File: config.mk
export PLATFORM = sky130hd
export DESIGN_NAME = hist_core_flat
export DESIGN_NICKNAME = d
export VERILOG_FILES = /design/src/hist_pkg.sv /design/src/hist_if.sv /design/src/hist_core.sv /design/src/flat_wrapper.sv
export SDC_FILE = /design/constraint.sdc
export NUM_CORES = 1
export LEC_CHECK = 0
export ABC_AREA = 1
export CAP_MARGIN = 20
export CORE_ASPECT_RATIO = 1.75
export CORE_MARGIN = 4
export CORE_UTILIZATION = 33
export CTS_BUF_LIST = sky130_fd_sc_hd__clkbuf_8
export CTS_CLUSTER_DIAMETER = 60
export CTS_CLUSTER_SIZE = 24
export DETAILED_ROUTE_END_ITERATION = 6
export DONT_BUFFER_PORTS = 1
export PLACE_DENSITY_LB_ADDON = 0.1
export SETUP_SLACK_MARGIN = 0.02
export SYNTH_ARGS = -nofsm -noshare
export SYNTH_HDL_FRONTEND = slang
export SYNTH_SLANG_ARGS = --single-unit
export TNS_END_PERCENT = 100
File: constraint.sdc
create_clock -name clk -period 12.5 [get_ports clk]
set_input_delay 2.5 -clock clk [delete_from_list [all_inputs] [get_ports clk]]
set_output_delay 2.5 -clock clk [all_outputs]
set_load 0.05 [all_outputs]
File: src/hist_pkg.sv
// Shared constants, operation and status codes for the histogram engine.
// No dependencies; every other file of the block but hist_ram refers to this package.
`timescale 1ns / 1ps
`default_nettype none

package hist_pkg;

  localparam int BINS    = 1024;
  localparam int BIN_W   = $clog2(BINS);
  localparam int COUNT_W = 32;
  localparam int DELTA_W = 16;
  localparam int LEAVE_W = 32;
  localparam int TOTAL_W = 40;
  localparam int MODE_W  = 11;
  localparam int MED_W   = 11;
  localparam int SUM_W   = COUNT_W + BIN_W;

  typedef enum logic [1:0] {
    OP_ADD    = 2'd0,
    OP_REMOVE = 2'd1,
    OP_MODE   = 2'd2,
    OP_MEDIAN = 2'd3
  } op_t;

  typedef enum logic [1:0] {
    ST_OK       = 2'd0,
    ST_NEGATIVE = 2'd1,
    ST_EMPTY    = 2'd2
  } status_t;

endpackage

`default_nettype wire

File: src/hist_if.sv
// Valid/ready channel interfaces for the histogram engine: item in, result out.
// Depends on hist_pkg for field widths.
`timescale 1ns / 1ps
`default_nettype none

interface hist_in_if;
  logic                                valid;
  logic                                ready;
  logic [1:0]                          op;
  logic [hist_pkg::BIN_W-1:0]          bin;
  logic signed [hist_pkg::DELTA_W-1:0] count;
  logic [hist_pkg::LEAVE_W-1:0]        leave;

  modport source (output valid, output op, output bin, output count, output leave,
                  input ready);
  modport sink (input valid, input op, input bin, input count, input leave,
                output ready);
endinterface

interface hist_out_if;
  logic                               valid;
  logic                               ready;
  logic [1:0]                         status;
  logic signed [hist_pkg::MODE_W-1:0] mode_bin;
  logic [hist_pkg::MED_W-1:0]         median_x2;
  logic [hist_pkg::LEAVE_W-1:0]       removed;
  logic [hist_pkg::TOTAL_W-1:0]       total_count;

  modport source (output valid, output status, output mode_bin, output median_x2,
                  output removed, output total_count, input ready);
  modport sink (input valid, input status, input mode_bin, input median_x2,
                input removed, input total_count, output ready);
endinterface

`default_nettype wire

File: src/hist_core.sv
// Sequencer and datapath of the histogram engine: bin updates, scans, result register.
// Depends on hist_pkg, hist_if and a bin RAM with registered read data.
`timescale 1ns / 1ps
`default_nettype none

module hist_core (
  input  wire logic                          clk,
  input  wire logic                          rst_n,
  hist_in_if.sink                            in_ch,
  hist_out_if.source                         out_ch,
  output logic                               ram_we,
  output logic [hist_pkg::BIN_W-1:0]         ram_waddr,
  output logic [hist_pkg::COUNT_W-1:0]       ram_wdata,
  output logic                               ram_re,
  output logic [hist_pkg::BIN_W-1:0]         ram_raddr,
  input  wire logic [hist_pkg::COUNT_W-1:0]  ram_rdata
);

  localparam int BW  = hist_pkg::BIN_W;
  localparam int CW  = hist_pkg::COUNT_W;
  localparam int TW  = hist_pkg::TOTAL_W;
  localparam int SW  = hist_pkg::SUM_W;
  localparam int MW  = hist_pkg::MODE_W;
  localparam int DW  = hist_pkg::DELTA_W;
  localparam int LW  = hist_pkg::LEAVE_W;
  localparam int AW  = CW + 2;
  localparam int MGW = DW + 1;

  typedef enum logic [8:0] {
    S_CLEAR = 9'b000000001,
    S_IDLE  = 9'b000000010,
    S_ADD   = 9'b000000100,
    S_MIN   = 9'b000001000,
    S_SUB   = 9'b000010000,
    S_MODE  = 9'b000100000,
    S_MED   = 9'b001000000,
    S_GAP   = 9'b010000000,
    S_DONE  = 9'b100000000
  } state_t;

  state_t                 state_r, state_nxt;
  logic [BW-1:0]          clr_r, clr_nxt;
  logic [BW:0]            iss_r, iss_nxt;
  logic                   dv_r, dv_nxt;
  logic [BW-1:0]          didx_r, didx_nxt;
  logic [TW-1:0]          total_r, total_nxt;
  logic                   out_valid_r, out_valid_nxt;

  logic [BW-1:0]          bin_r, bin_nxt;
  logic signed [DW-1:0]   count_r, count_nxt;
  logic [LW-1:0]          leave_r, leave_nxt;
  logic [CW-1:0]          val_r, val_nxt;
  logic signed [MW-1:0]   where_r, where_nxt;
  logic [SW-1:0]          sum_r, sum_nxt;
  logic [BW-1:0]          gap_r, gap_nxt;
  logic [CW-1:0]          d_r, d_nxt;

  logic [1:0]             res_status_r, res_status_nxt;
  logic signed [MW-1:0]   res_mode_r, res_mode_nxt;
  logic [MW-1:0]          res_med_r, res_med_nxt;
  logic [LW-1:0]          res_removed_r, res_removed_nxt;

  logic [1:0]             out_status_r, out_status_nxt;
  logic signed [MW-1:0]   out_mode_r, out_mode_nxt;
  logic [MW-1:0]          out_med_r, out_med_nxt;
  logic [LW-1:0]          out_removed_r, out_removed_nxt;
  logic [TW-1:0]          out_total_r, out_total_nxt;

  logic                   in_fire;
  logic                   out_free;
  logic                   last;
  logic                   can_issue;

  // add datapath
  logic signed [AW-1:0]   add_sum;
  logic [CW-1:0]          add_new;
  logic [AW-1:0]          add_up;
  logic [AW-1:0]          add_dn;
  logic [MGW-1:0]         add_mag;
  logic                   add_grow;
  logic [TW:0]            tot_plus;
  logic [TW-1:0]          add_total;

  // scan datapath
  logic [SW-1:0]          med_sum;
  logic [SW-1:0]          med_half;
  logic [SW-1:0]          sub_amt;

  assign in_fire   = in_ch.valid && (state_r == S_IDLE);
  assign out_free  = !out_valid_r || out_ch.ready;
  assign last      = (didx_r == BW'(hist_pkg::BINS - 1));
  assign can_issue = (iss_r < (BW+1)'(hist_pkg::BINS));

  assign in_ch.ready        = (state_r == S_IDLE);
  assign out_ch.valid       = out_valid_r;
  assign out_ch.status      = out_status_r;
  assign out_ch.mode_bin    = out_mode_r;
  assign out_ch.median_x2   = out_med_r;
  assign out_ch.removed     = out_removed_r;
  assign out_ch.total_count = out_total_r;

  always_comb begin
    add_sum  = $signed({2'b00, ram_rdata}) + AW'(count_r);
    add_new  = add_sum[CW] ? {CW{1'b1}} : add_sum[CW-1:0];
    add_up   = {2'b00, add_new} - {2'b00, ram_rdata};
    add_dn   = {2'b00, ram_rdata} - {2'b00, add_new};
    add_grow = (add_new >= ram_rdata);
    add_mag  = add_grow ? add_up[MGW-1:0] : add_dn[MGW-1:0];
    tot_plus = {1'b0, total_r} + (TW+1)'(add_mag);
    if (add_grow) begin
      add_total = tot_plus[TW] ? {TW{1'b1}} : tot_plus[TW-1:0];
    end else if (TW'(add_mag) >= total_r) begin
      add_total = '0;
    end else begin
      add_total = total_r - TW'(add_mag);
    end
    med_sum  = sum_r + SW'(ram_rdata);
    med_half = SW'(total_r[TW-1:1]);
    sub_amt  = {d_r, {BW{1'b0}}};
  end

  always_comb begin
    state_nxt       = state_r;
    clr_nxt         = clr_r;
    iss_nxt         = iss_r;
    dv_nxt          = 1'b0;
    didx_nxt        = didx_r;
    total_nxt       = total_r;
    out_valid_nxt   = out_valid_r && !out_ch.ready;
    bin_nxt         = bin_r;
    count_nxt       = count_r;
    leave_nxt       = leave_r;
    val_nxt         = val_r;
    where_nxt       = where_r;
    sum_nxt         = sum_r;
    gap_nxt         = gap_r;
    d_nxt           = d_r;
    res_status_nxt  = res_status_r;
    res_mode_nxt    = res_mode_r;
    res_med_nxt     = res_med_r;
    res_removed_nxt = res_removed_r;
    out_status_nxt  = out_status_r;
    out_mode_nxt    = out_mode_r;
    out_med_nxt     = out_med_r;
    out_removed_nxt = out_removed_r;
    out_total_nxt   = out_total_r;
    ram_we          = 1'b0;
    ram_waddr       = didx_r;
    ram_wdata       = '0;
    ram_re          = 1'b0;
    ram_raddr       = iss_r[BW-1:0];

    // keep the read stream going in every scan state
    if ((state_r == S_MIN || state_r == S_SUB || state_r == S_MODE ||
         state_r == S_MED || state_r == S_GAP) && can_issue) begin
      ram_re   = 1'b1;
      iss_nxt  = iss_r + (BW+1)'(1);
      dv_nxt   = 1'b1;
      didx_nxt = iss_r[BW-1:0];
    end

    unique case (state_r)
      S_CLEAR: begin
        ram_we    = 1'b1;
        ram_waddr = clr_r;
        ram_wdata = '0;
        clr_nxt   = clr_r + BW'(1);
        if (clr_r == BW'(hist_pkg::BINS - 1)) begin
          state_nxt = S_IDLE;
        end
      end

      S_IDLE: begin
        if (in_fire) begin
          bin_nxt         = in_ch.bin;
          count_nxt       = in_ch.count;
          leave_nxt       = in_ch.leave;
          val_nxt         = '0;
          where_nxt       = '1;
          sum_nxt         = '0;
          res_status_nxt  = hist_pkg::ST_OK;
          res_mode_nxt    = '0;
          res_med_nxt     = '0;
          res_removed_nxt = '0;
          ram_re          = 1'b1;
          ram_raddr       = (hist_pkg::op_t'(in_ch.op) == hist_pkg::OP_ADD) ? in_ch.bin : '0;
          iss_nxt         = (BW+1)'(1);
          dv_nxt          = 1'b1;
          didx_nxt        = '0;
          unique case (hist_pkg::op_t'(in_ch.op))
            hist_pkg::OP_ADD:    state_nxt = S_ADD;
            hist_pkg::OP_REMOVE: state_nxt = S_MIN;
            hist_pkg::OP_MODE:   state_nxt = S_MODE;
            hist_pkg::OP_MEDIAN: begin
              if (total_r == '0) begin
                res_status_nxt = hist_pkg::ST_EMPTY;
                state_nxt      = S_DONE;
              end else begin
                state_nxt = S_MED;
              end
            end
            default: state_nxt = S_IDLE;
          endcase
        end
      end

      S_ADD: begin
        // hold the read data until the result slot frees up
        if (out_free) begin
          out_valid_nxt   = 1'b1;
          out_mode_nxt    = '0;
          out_med_nxt     = '0;
          out_removed_nxt = '0;
          if (add_sum[AW-1]) begin
            out_status_nxt = hist_pkg::ST_NEGATIVE;
            out_total_nxt  = total_r;
          end else begin
            out_status_nxt = hist_pkg::ST_OK;
            ram_we         = 1'b1;
            ram_waddr      = bin_r;
            ram_wdata      = add_new;
            total_nxt      = add_total;
            out_total_nxt  = add_total;
          end
          state_nxt = S_IDLE;
        end
      end

      S_MIN: begin
        if (dv_r) begin
          if (didx_r == '0 || ram_rdata < val_r) begin
            val_nxt = ram_rdata;
          end
          if (last) begin
            if (val_nxt > leave_r) begin
              d_nxt           = val_nxt - leave_r;
              res_removed_nxt = val_nxt - leave_r;
              // restart the read stream for the subtract sweep
              ram_re          = 1'b1;
              ram_raddr       = '0;
              iss_nxt         = (BW+1)'(1);
              dv_nxt          = 1'b1;
              didx_nxt        = '0;
              state_nxt       = S_SUB;
            end else begin
              state_nxt = S_DONE;
            end
          end
        end
      end

      S_SUB: begin
        if (dv_r) begin
          ram_we    = 1'b1;
          ram_waddr = didx_r;
          ram_wdata = ram_rdata - d_r;
          if (last) begin
            total_nxt = (sub_amt >= SW'(total_r)) ? '0 : (total_r - TW'(sub_amt));
            state_nxt = S_DONE;
          end
        end
      end

      S_MODE: begin
        if (dv_r) begin
          if (ram_rdata > val_r) begin
            val_nxt   = ram_rdata;
            where_nxt = MW'(didx_r);
          end
          if (last) begin
            res_mode_nxt = where_nxt;
            state_nxt    = S_DONE;
          end
        end
      end

      S_MED: begin
        if (dv_r) begin
          sum_nxt = med_sum;
          if (med_sum > med_half) begin
            res_med_nxt = {didx_r, 1'b0};
            state_nxt   = S_DONE;
          end else if (!total_r[0] && med_sum == med_half) begin
            gap_nxt = didx_r;
            if (last) begin
              res_med_nxt = {didx_r, 1'b0};
              state_nxt   = S_DONE;
            end else begin
              state_nxt = S_GAP;
            end
          end else if (last) begin
            res_med_nxt = '0;
            state_nxt   = S_DONE;
          end
        end
      end

      S_GAP: begin
        if (dv_r) begin
          if (ram_rdata != '0) begin
            res_med_nxt = {1'b0, gap_r} + {1'b0, didx_r};
            state_nxt   = S_DONE;
          end else if (last) begin
            res_med_nxt = {gap_r, 1'b0};
            state_nxt   = S_DONE;
          end
        end
      end

      S_DONE: begin
        if (out_free) begin
          out_valid_nxt   = 1'b1;
          out_status_nxt  = res_status_r;
          out_mode_nxt    = res_mode_r;
          out_med_nxt     = res_med_r;
          out_removed_nxt = res_removed_r;
          out_total_nxt   = total_r;
          state_nxt       = S_IDLE;
        end
      end

      default: state_nxt = S_IDLE;
    endcase
  end

  always_ff @(posedge clk) begin
    if (!rst_n) begin
      state_r     <= S_CLEAR;
      clr_r       <= '0;
      iss_r       <= '0;
      dv_r        <= 1'b0;
      didx_r      <= '0;
      total_r     <= '0;
      out_valid_r <= 1'b0;
    end else begin
      state_r     <= state_nxt;
      clr_r       <= clr_nxt;
      iss_r       <= iss_nxt;
      dv_r        <= dv_nxt;
      didx_r      <= didx_nxt;
      total_r     <= total_nxt;
      out_valid_r <= out_valid_nxt;
    end
  end

  always_ff @(posedge clk) begin
    bin_r         <= bin_nxt;
    count_r       <= count_nxt;
    leave_r       <= leave_nxt;
    val_r         <= val_nxt;
    where_r       <= where_nxt;
    sum_r         <= sum_nxt;
    gap_r         <= gap_nxt;
    d_r           <= d_nxt;
    res_status_r  <= res_status_nxt;
    res_mode_r    <= res_mode_nxt;
    res_med_r     <= res_med_nxt;
    res_removed_r <= res_removed_nxt;
    out_status_r  <= out_status_nxt;
    out_mode_r    <= out_mode_nxt;
    out_med_r     <= out_med_nxt;
    out_removed_r <= out_removed_nxt;
    out_total_r   <= out_total_nxt;
  end

endmodule

`default_nettype wire

File: src/flat_wrapper.sv
// flat-port wrapper written by rule: the top's interface ports become plain ports
module hist_core_flat 
  (clk, rst_n, ram_we, ram_waddr, ram_wdata, ram_re, ram_raddr, ram_rdata, in_ch_valid, in_ch_op, in_ch_bin, in_ch_count, in_ch_leave, in_ch_ready, out_ch_valid, out_ch_status, out_ch_mode_bin, out_ch_median_x2, out_ch_removed, out_ch_total_count, out_ch_ready);
  hist_in_if in_ch_i ();
  hist_out_if out_ch_i ();
  input  wire logic clk;
  input  wire logic rst_n;
  output logic ram_we;
  output logic [hist_pkg::BIN_W-1:0] ram_waddr;
  output logic [hist_pkg::COUNT_W-1:0] ram_wdata;
  output logic ram_re;
  output logic [hist_pkg::BIN_W-1:0] ram_raddr;
  input  wire logic [hist_pkg::COUNT_W-1:0] ram_rdata;
  input wire logic [$bits(in_ch_i.valid)-1:0] in_ch_valid;
  input wire logic [$bits(in_ch_i.op)-1:0] in_ch_op;
  input wire logic [$bits(in_ch_i.bin)-1:0] in_ch_bin;
  input wire logic [$bits(in_ch_i.count)-1:0] in_ch_count;
  input wire logic [$bits(in_ch_i.leave)-1:0] in_ch_leave;
  output wire logic [$bits(in_ch_i.ready)-1:0] in_ch_ready;
  output wire logic [$bits(out_ch_i.valid)-1:0] out_ch_valid;
  output wire logic [$bits(out_ch_i.status)-1:0] out_ch_status;
  output wire logic [$bits(out_ch_i.mode_bin)-1:0] out_ch_mode_bin;
  output wire logic [$bits(out_ch_i.median_x2)-1:0] out_ch_median_x2;
  output wire logic [$bits(out_ch_i.removed)-1:0] out_ch_removed;
  output wire logic [$bits(out_ch_i.total_count)-1:0] out_ch_total_count;
  input wire logic [$bits(out_ch_i.ready)-1:0] out_ch_ready;
  assign in_ch_i.valid = in_ch_valid;
  assign in_ch_i.op = in_ch_op;
  assign in_ch_i.bin = in_ch_bin;
  assign in_ch_i.count = in_ch_count;
  assign in_ch_i.leave = in_ch_leave;
  assign in_ch_ready = in_ch_i.ready;
  assign out_ch_valid = out_ch_i.valid;
  assign out_ch_status = out_ch_i.status;
  assign out_ch_mode_bin = out_ch_i.mode_bin;
  assign out_ch_median_x2 = out_ch_i.median_x2;
  assign out_ch_removed = out_ch_i.removed;
  assign out_ch_total_count = out_ch_i.total_count;
  assign out_ch_i.ready = out_ch_ready;
  hist_core u_core (.clk(clk), .rst_n(rst_n), .in_ch(in_ch_i), .out_ch(out_ch_i), .ram_we(ram_we), .ram_waddr(ram_waddr), .ram_wdata(ram_wdata), .ram_re(ram_re), .ram_raddr(ram_raddr), .ram_rdata(ram_rdata));
endmodule
==> impl_results.md, run 1 <==
- Crit Path Max Fanout: 50
- Initial antenna violation count: 4
- Cts hold-fix bufs: 0
- Crit. Startpoint: ram_rdata[31]
- CP Launch Type: primary input
- Drc violations: 0
- Largest net degree at the start of global routing: 81
- Share of cells above drive strength 1: 5.046%
- CTS tree: yes
- Initial core utilization: 33.30%
- PwrDens: 94.58 nW/um^2
- P_sw: 0.001444 W
- RSZ-0062 raised after global routing: false
- Post-synthesis sequential area ratio: 32.41%
- Status: finished clean
- FILL cells: 11771
- Final hold violations: 0
- First-pass GRT wire length: 238400 microns
- CP Capture Type: output pin
- Slew Viols, Final: 0
- Postcts setup bufs: 0
- Yosys warns: 0
- FF-to-FF Start: u_core.count_r[15]
- Final ANT Viol Nets: 0
- Comb pwr share: 28.6%
- Buffers added on ports: 0
- Top Ports: 248
- Cell variety after synth: 68
- Overall Global Routing Usage: 28.19%
- Async SR Flop Fraction: 0%
- H-tree depth: 2
- Clk sinks: 418
- Routed WL per cell: 25.83 microns
- Via Count: 34411
- Core Rows: 160
- # nets final: 5441
- Commonest register cell after synthesis: edfxtp_1
- Drt first pass iters: 6
- Post-synth design cell area: 36200 sq um
- Area growth syn-to-layout: 8.320%
- Internal power: 0.002264 W
- Post-synth EDFFs: 336
- Crit Path Category: in -> out
- Clock buffer depth: 3
- Die width: 258.4 microns
- Count of final setup violators: 0
- Share of the synthesized area in the top cell type: 27.88%
- Req. time, crit path: 10.00 ns
- Slew HR: 22.64%
- Hold crit path type: reg -> reg
- Switching part of the total: 38.95%
- Mapped Nets: 5452
- Initial DRC Count: 2076
- Placed Cells: 6398
- Cts bufs inserted: 40
- Post-DP HPWL: 138600 microns
- Die ar.: 115300 sq um
- Synth Register Bits: 418
- Layout Skew: 0.07602 ns
- Cells after Synth: 4995
- Leak: 17.88 nW
- Worst Tran Pin Value: 1.150 ns
- Gr ovfl total: 0
- HP Start: u_core.iss_r[10]
- Seq pwr share: 41.8%
- Area leader, netlist: edfxtp_1
- Clock edge transition at the registers on the reported setup and hold paths: 0.14 ns
- Clock Power Share: 29.6%
- CTS resizes: 0
- WL final: 167300 microns
- Total core area: 108700 sq um
- Post-Layout Cell Count: 6476
- Max Cap Viol: 0
- Vias in the first global route: 34975
- Fin crit share: 89.72%
- VDD IR max: 139.2 uV
- Setup TNS: 0 ns
- Vias per cell: 5.314
- Data arrival time of the critical path: 8.72 ns
- Max Freq: 0.08916 GHz
- Top cells by area, synth: edfxtp_1 28%, ha_1 12%, nand2_1 9.3%
- Root Buffer: clkbuf_8
- Gpl congestion: 1.001
- Syn_area_per_cell: 7.246 sq um
- Tmin final: 11.22 ns
- Die height: 446.1 microns
- Clk_lat worst skew: 0.76 ns
==> metrics by stage <==
step                      setup WS, ns  area (sq um)  power, W  hold slack (ns)  utilization, %
after floorplan                 0.6155         36200  0.002284           0.4317               -
after global placement          0.9070         38050  0.002644           0.4471           35.00
after detailed placement        0.8370         38150  0.002634           0.4562           35.10
after CTS                        1.278         39180  0.003745           0.4746           36.04
after global routing            0.9355         39200  0.003898           0.5016           36.06
final                            1.285         39210  0.003708           0.4807           36.07
==> kinds of logic after synthesis <==
| kind of cell | synth area share [%] |
|---|---|
| compound gates | 15.90 |
| buf+inv | 9.834 |
| fa+ha+maj | 12.69 |
| flops | 32.41 |
| simple gates | 25.11 |
| xor+xnor | 4.065 |
==> sequential cells by signal (all words and copies together) (netlist names), 9 cells and up <==
name and flops:
u_core.res_removed_r 32, u_core.res_mode_r 11, u_core.didx_r 10, u_core.val_r 32, u_core.d_r 32, u_core.out_ch.mode_bin 11, u_core.out_ch.removed 32, u_core.out_ch.total_count 40
u_core.where_r 11, u_core.res_med_r 11, u_core.count_r 16, u_core.clr_r 10, u_core.gap_r 10, u_core.state_r 9, u_core.sum_r 42, u_core.bin_r 10
u_core.iss_r 11, u_core.total_r 40, u_core.out_ch.median_x2 11, u_core.leave_r 32
==> power by group through the flow <==
stage	combinational [W]	sequential [W]	clock [W]
after floorplan	0.000706	0.00158	0
after detailed placement	0.00105	0.00158	0
final	0.00106	0.00155	0.00110
after CTS	0.00106	0.00155	0.00114
after global routing	0.00117	0.00155	0.00118
after global placement	0.00106	0.00158	0
==> cells in the mapped netlist (32+ instances only) <==
master      n
a21oi_1   376
a31oi_1    32
buf_2      40
clkbuf_1   65
dfxtp_1    82
edfxtp_1  336
ha_1      351
inv_1     778
nand2_1   894
nand3_1   339
nand4_1    66
nor2_1    600
nor3_1     79
nor4_1     42
o21ai_0   343
o22ai_1    45
or2_2      45
xnor2_1    41
xor2_1    127
==> critical path: stages <==
cell and delay (ns):
ha_1 0.30, nand4_1 0.16, nor3_1 0.31, nor4b_1 0.71, nand2_1 0.29, nand3_1 0.28
o21ai_4 0.18, buf_4 0.30, o21ai_0 0.33, ha_1 0.21, inv_1 0.06, fa_1 0.40
nand3_1 0.10, nand3_1 0.11, a21o_1 0.20, a21boi_2 0.26, o21ai_2 0.15, nand2_1 0.11
o2111ai_1 0.31, nand2_1 0.39, a211oi_4 0.17, o22ai_1 0.84
==> per-layer routing <==
layer	share of wire (%)	track usage [%]	routed length (microns)
met5	0.011	0	19
met4	9.5	21.62	15940
met3	5.0	5.031	8303
met2	52	52.79	86310
met1	34	27.10	56710
==> final timing paths <==
check                                       to  slack, ns  cells past startpoint
hold reg to reg               u_core.iss_r[10]       0.48                      2
hold / removal                u_core.iss_r[10]       0.48                      2
setup / recovery                  ram_raddr[8]       1.28                     22
setup reg to reg  u_core.out_ch.total_count[0]       2.66                     44
==> final cells by class <==
type / count / area [sq um] / share of cell area, %
tap: 1458 / 1824 / 4.653
antenna: 4 / 10.01 / 0.02553
multi-input combinational: 3657 / 21020 / 53.62
sequential: 418 / 11730 / 29.92
inverter: 794 / 2983 / 7.608
clock inverter: 32 / 476.7 / 1.216
clock buffer: 40 / 550.5 / 1.404
timing repair buffer: 73 / 608.1 / 1.551
==> cells in the final DEF (no fill, tap or decap), types with 31 or more instances in the layout <==
cell type,synthesis,routed
xnor2_1,41,41
dfxtp_1,82,82
nand3_1,339,339
o22ai_1,45,45
nor2_1,600,597
nand2_1,894,893
nor3_1,79,78
o211ai_1,31,31
o21ai_1,24,38
ha_1,351,351
edfxtp_1,336,336
o21ai_0,343,327
buf_4,6,64
xor2_1,127,127
clkbuf_8,0,40
nor4_1,42,39
or2_2,45,45
a31oi_1,32,32
inv_1,778,778
a21oi_1,376,374
nand4_1,66,66
No activity file was read; power rests on OpenSTA's default activity.
==> inputs of run 2 (changes only) <==
Settings changed: CELL_PAD_IN_SITES_DETAIL_PLACEMENT from default to 1, CELL_PAD_IN_SITES_GLOBAL_PLACEMENT from default to 1.
==> impl_results.md, run 2 (synthesized netlist as in run 1, its figures left out) <==
- Status: finished clean
- Crit Path Category: in -> reg
- Buffers added on ports: 0
- Slowest Stage Delay on Critical Path: 0.77 ns
- Register-to-Register Path Depth: 42
- WL final: 172500 microns
- Die ar.: 115300 sq um
- Area growth syn-to-layout: 7.850%
- Seq pwr share: 43.1%
- Cts hold-fix bufs: 0
- Layout Skew: 0.04330 ns
- Overall Global Routing Usage: 29.23%
- # nets final: 5441
- Initial antenna violation count: 4
- Initial DRC Count: 1655
- Final ANT Viol Nets: 0
- Leak: 17.83 nW
- CP Capture Type: flop
- Post-Layout Cell Count: 6476
- Largest net degree at the start of global routing: 81
- Internal power: 0.002209 W
- Drt first pass iters: 5
- Clk_lat worst skew: 0.72 ns
- PwrDens: 92.32 nW/um^2
- Clock Power Share: 27.4%
- Most common cell after layout, fill and taps aside: nand2_1
- Max Cap Viol: 0
- Final hold violations: 0
- First-pass GRT wire length: 249000 microns
- HP Start: u_core.iss_r[10]
- Data arrival time of the critical path: 11.27 ns
- Die height: 446.1 microns
- Setup TNS: 0 ns
- Buffer and inverter count on the worst path: 7
- WHS Endpoint: u_core.iss_r[10]
- Max Freq: 0.09177 GHz
- Share of cells above drive strength 1: 5.047%
- Max stage delay cell, worst path: o21ai_0
- CTS tree: yes
- Gpl congestion: 0.9870
- FF-to-FF Start: u_core.count_r[15]
- Gr ovfl total: 0
- Root Buffer: clkbuf_8
- Crit Path Max Fanout: 21
- Tmin final: 10.90 ns
- Crit path max-delay family: simple AND/OR/NAND/NOR gates
- Post-DP HPWL: 144100 microns
- Drc violations: 0
- CP Launch Type: primary input
- Clk sinks: 418
- Req. time, crit path: 12.88 ns
- Slew Viols, Final: 0
- Worst Tran Pin Value: 1.170 ns
- Routed WL per cell: 26.64 microns
- RSZ-0062 raised after global routing: false
- Count of final setup violators: 0
- Fin crit share: 87.17%
- Slew HR: 21.64%
- Hold crit path type: reg -> reg
- Register bank with the most flops: u_core.sum_r
- Hold depth: 2
- Core Util, Final: 35.91%
- Die width: 258.4 microns
- Comb pwr share: 29.5%
- Cts bufs inserted: 39
- Placed Cells: 6400
- Max reg flops: 42
- Top Ports: 248
- VDD IR max: 98.63 uV
- Clock edge transition at the registers on the reported setup and hold paths: 0.14 ns
- Via Count: 35084
- Total power: 0.003604 W
- Postcts setup bufs: 0
- H-tree depth: 2
- Vias in the first global route: 37484
- Most frequent cells in the layout: 893 x nand2_1, 780 x inv_1, 597 x nor2_1, 374 x a21oi_1, 351 x ha_1
- CTS resizes: 0
- Clock buffer depth: 3
- Switching part of the total: 38.71%
- P_sw: 0.001395 W
- Vias per cell: 5.418
- Initial core utilization: 33.30%
- Reg2reg end: u_core.out_ch.total_count[26]
- CP dominant cell by count: nand2_1
- Flop2flop setup slack: 2.39 ns
- Total core area: 108700 sq um
- Core Rows: 160
[run 2: final cells by class]
cell class	instances	area (sq um)
fillers	13640	69670
multi-input cells	3657	21030
flip-flops and latches	418	11730
inverters	794	2983
well taps	1458	1824
clock buffers	43	591.8
repair buffers	74	571.8
clock inverters	27	292.8
diodes	5	12.51
[run 2: worst max-delay path by stage]
stage / cells after the start / endpoint / slack, ns / startpoint
6_report: 45 / u_core.out_ch.total_count[26] / 1.60 / ram_rdata[0]
5_1_grt: 46 / u_core.out_ch.total_count[26] / 0.84 / ram_rdata[0]
4_1_cts: 40 / u_core.total_r[11] / 1.72 / ram_rdata[0]
3_5_place_dp: 40 / u_core.out_ch.total_count[2] / 0.97 / ram_rdata[0]
3_3_place_gp: 40 / u_core.out_ch.total_count[2] / 1.0 / ram_rdata[0]
2_1_floorplan: 25 / ram_raddr[1] / 0.62 / ram_rdata[3]
[run 2: stage by stage]
stage          hold slack (ns)  area, sq um  setup slack [ns]
2_1_floorplan           0.4317        36200            0.6155
3_3_place_gp            0.4453        38060            0.9974
3_5_place_dp            0.4487        38130            0.9722
4_1_cts                 0.4685        39020             1.720
5_1_grt                 0.5012        39030            0.8387
6_report                0.4634        39040             1.604
[run 2: power by group through the flow]
| stage | sequential (W) | clock [W] | combinational, W |
|---|---|---|---|
| after floorplan | 0.00158 | 0 | 0.000706 |
| after detailed placement | 0.00158 | 0 | 0.00106 |
| after global routing | 0.00155 | 0.00108 | 0.00118 |
| after CTS | 0.00155 | 0.00103 | 0.00107 |
| final | 0.00155 | 0.000988 | 0.00106 |
| after global placement | 0.00158 | 0 | 0.00105 |
[run 2: tightest hold or removal path, stage by stage (launching register included)]
cell and delay (ns):
dfxtp_1 0.32, inv_1 0.06, a21oi_1 0.05
[run 2: routing by layer]
layer	track usage, %	part of all wire, %
met5	0	0.0064
met4	20.06	8.6
met3	4.679	4.3
met2	56.42	53
met1	27.99	34
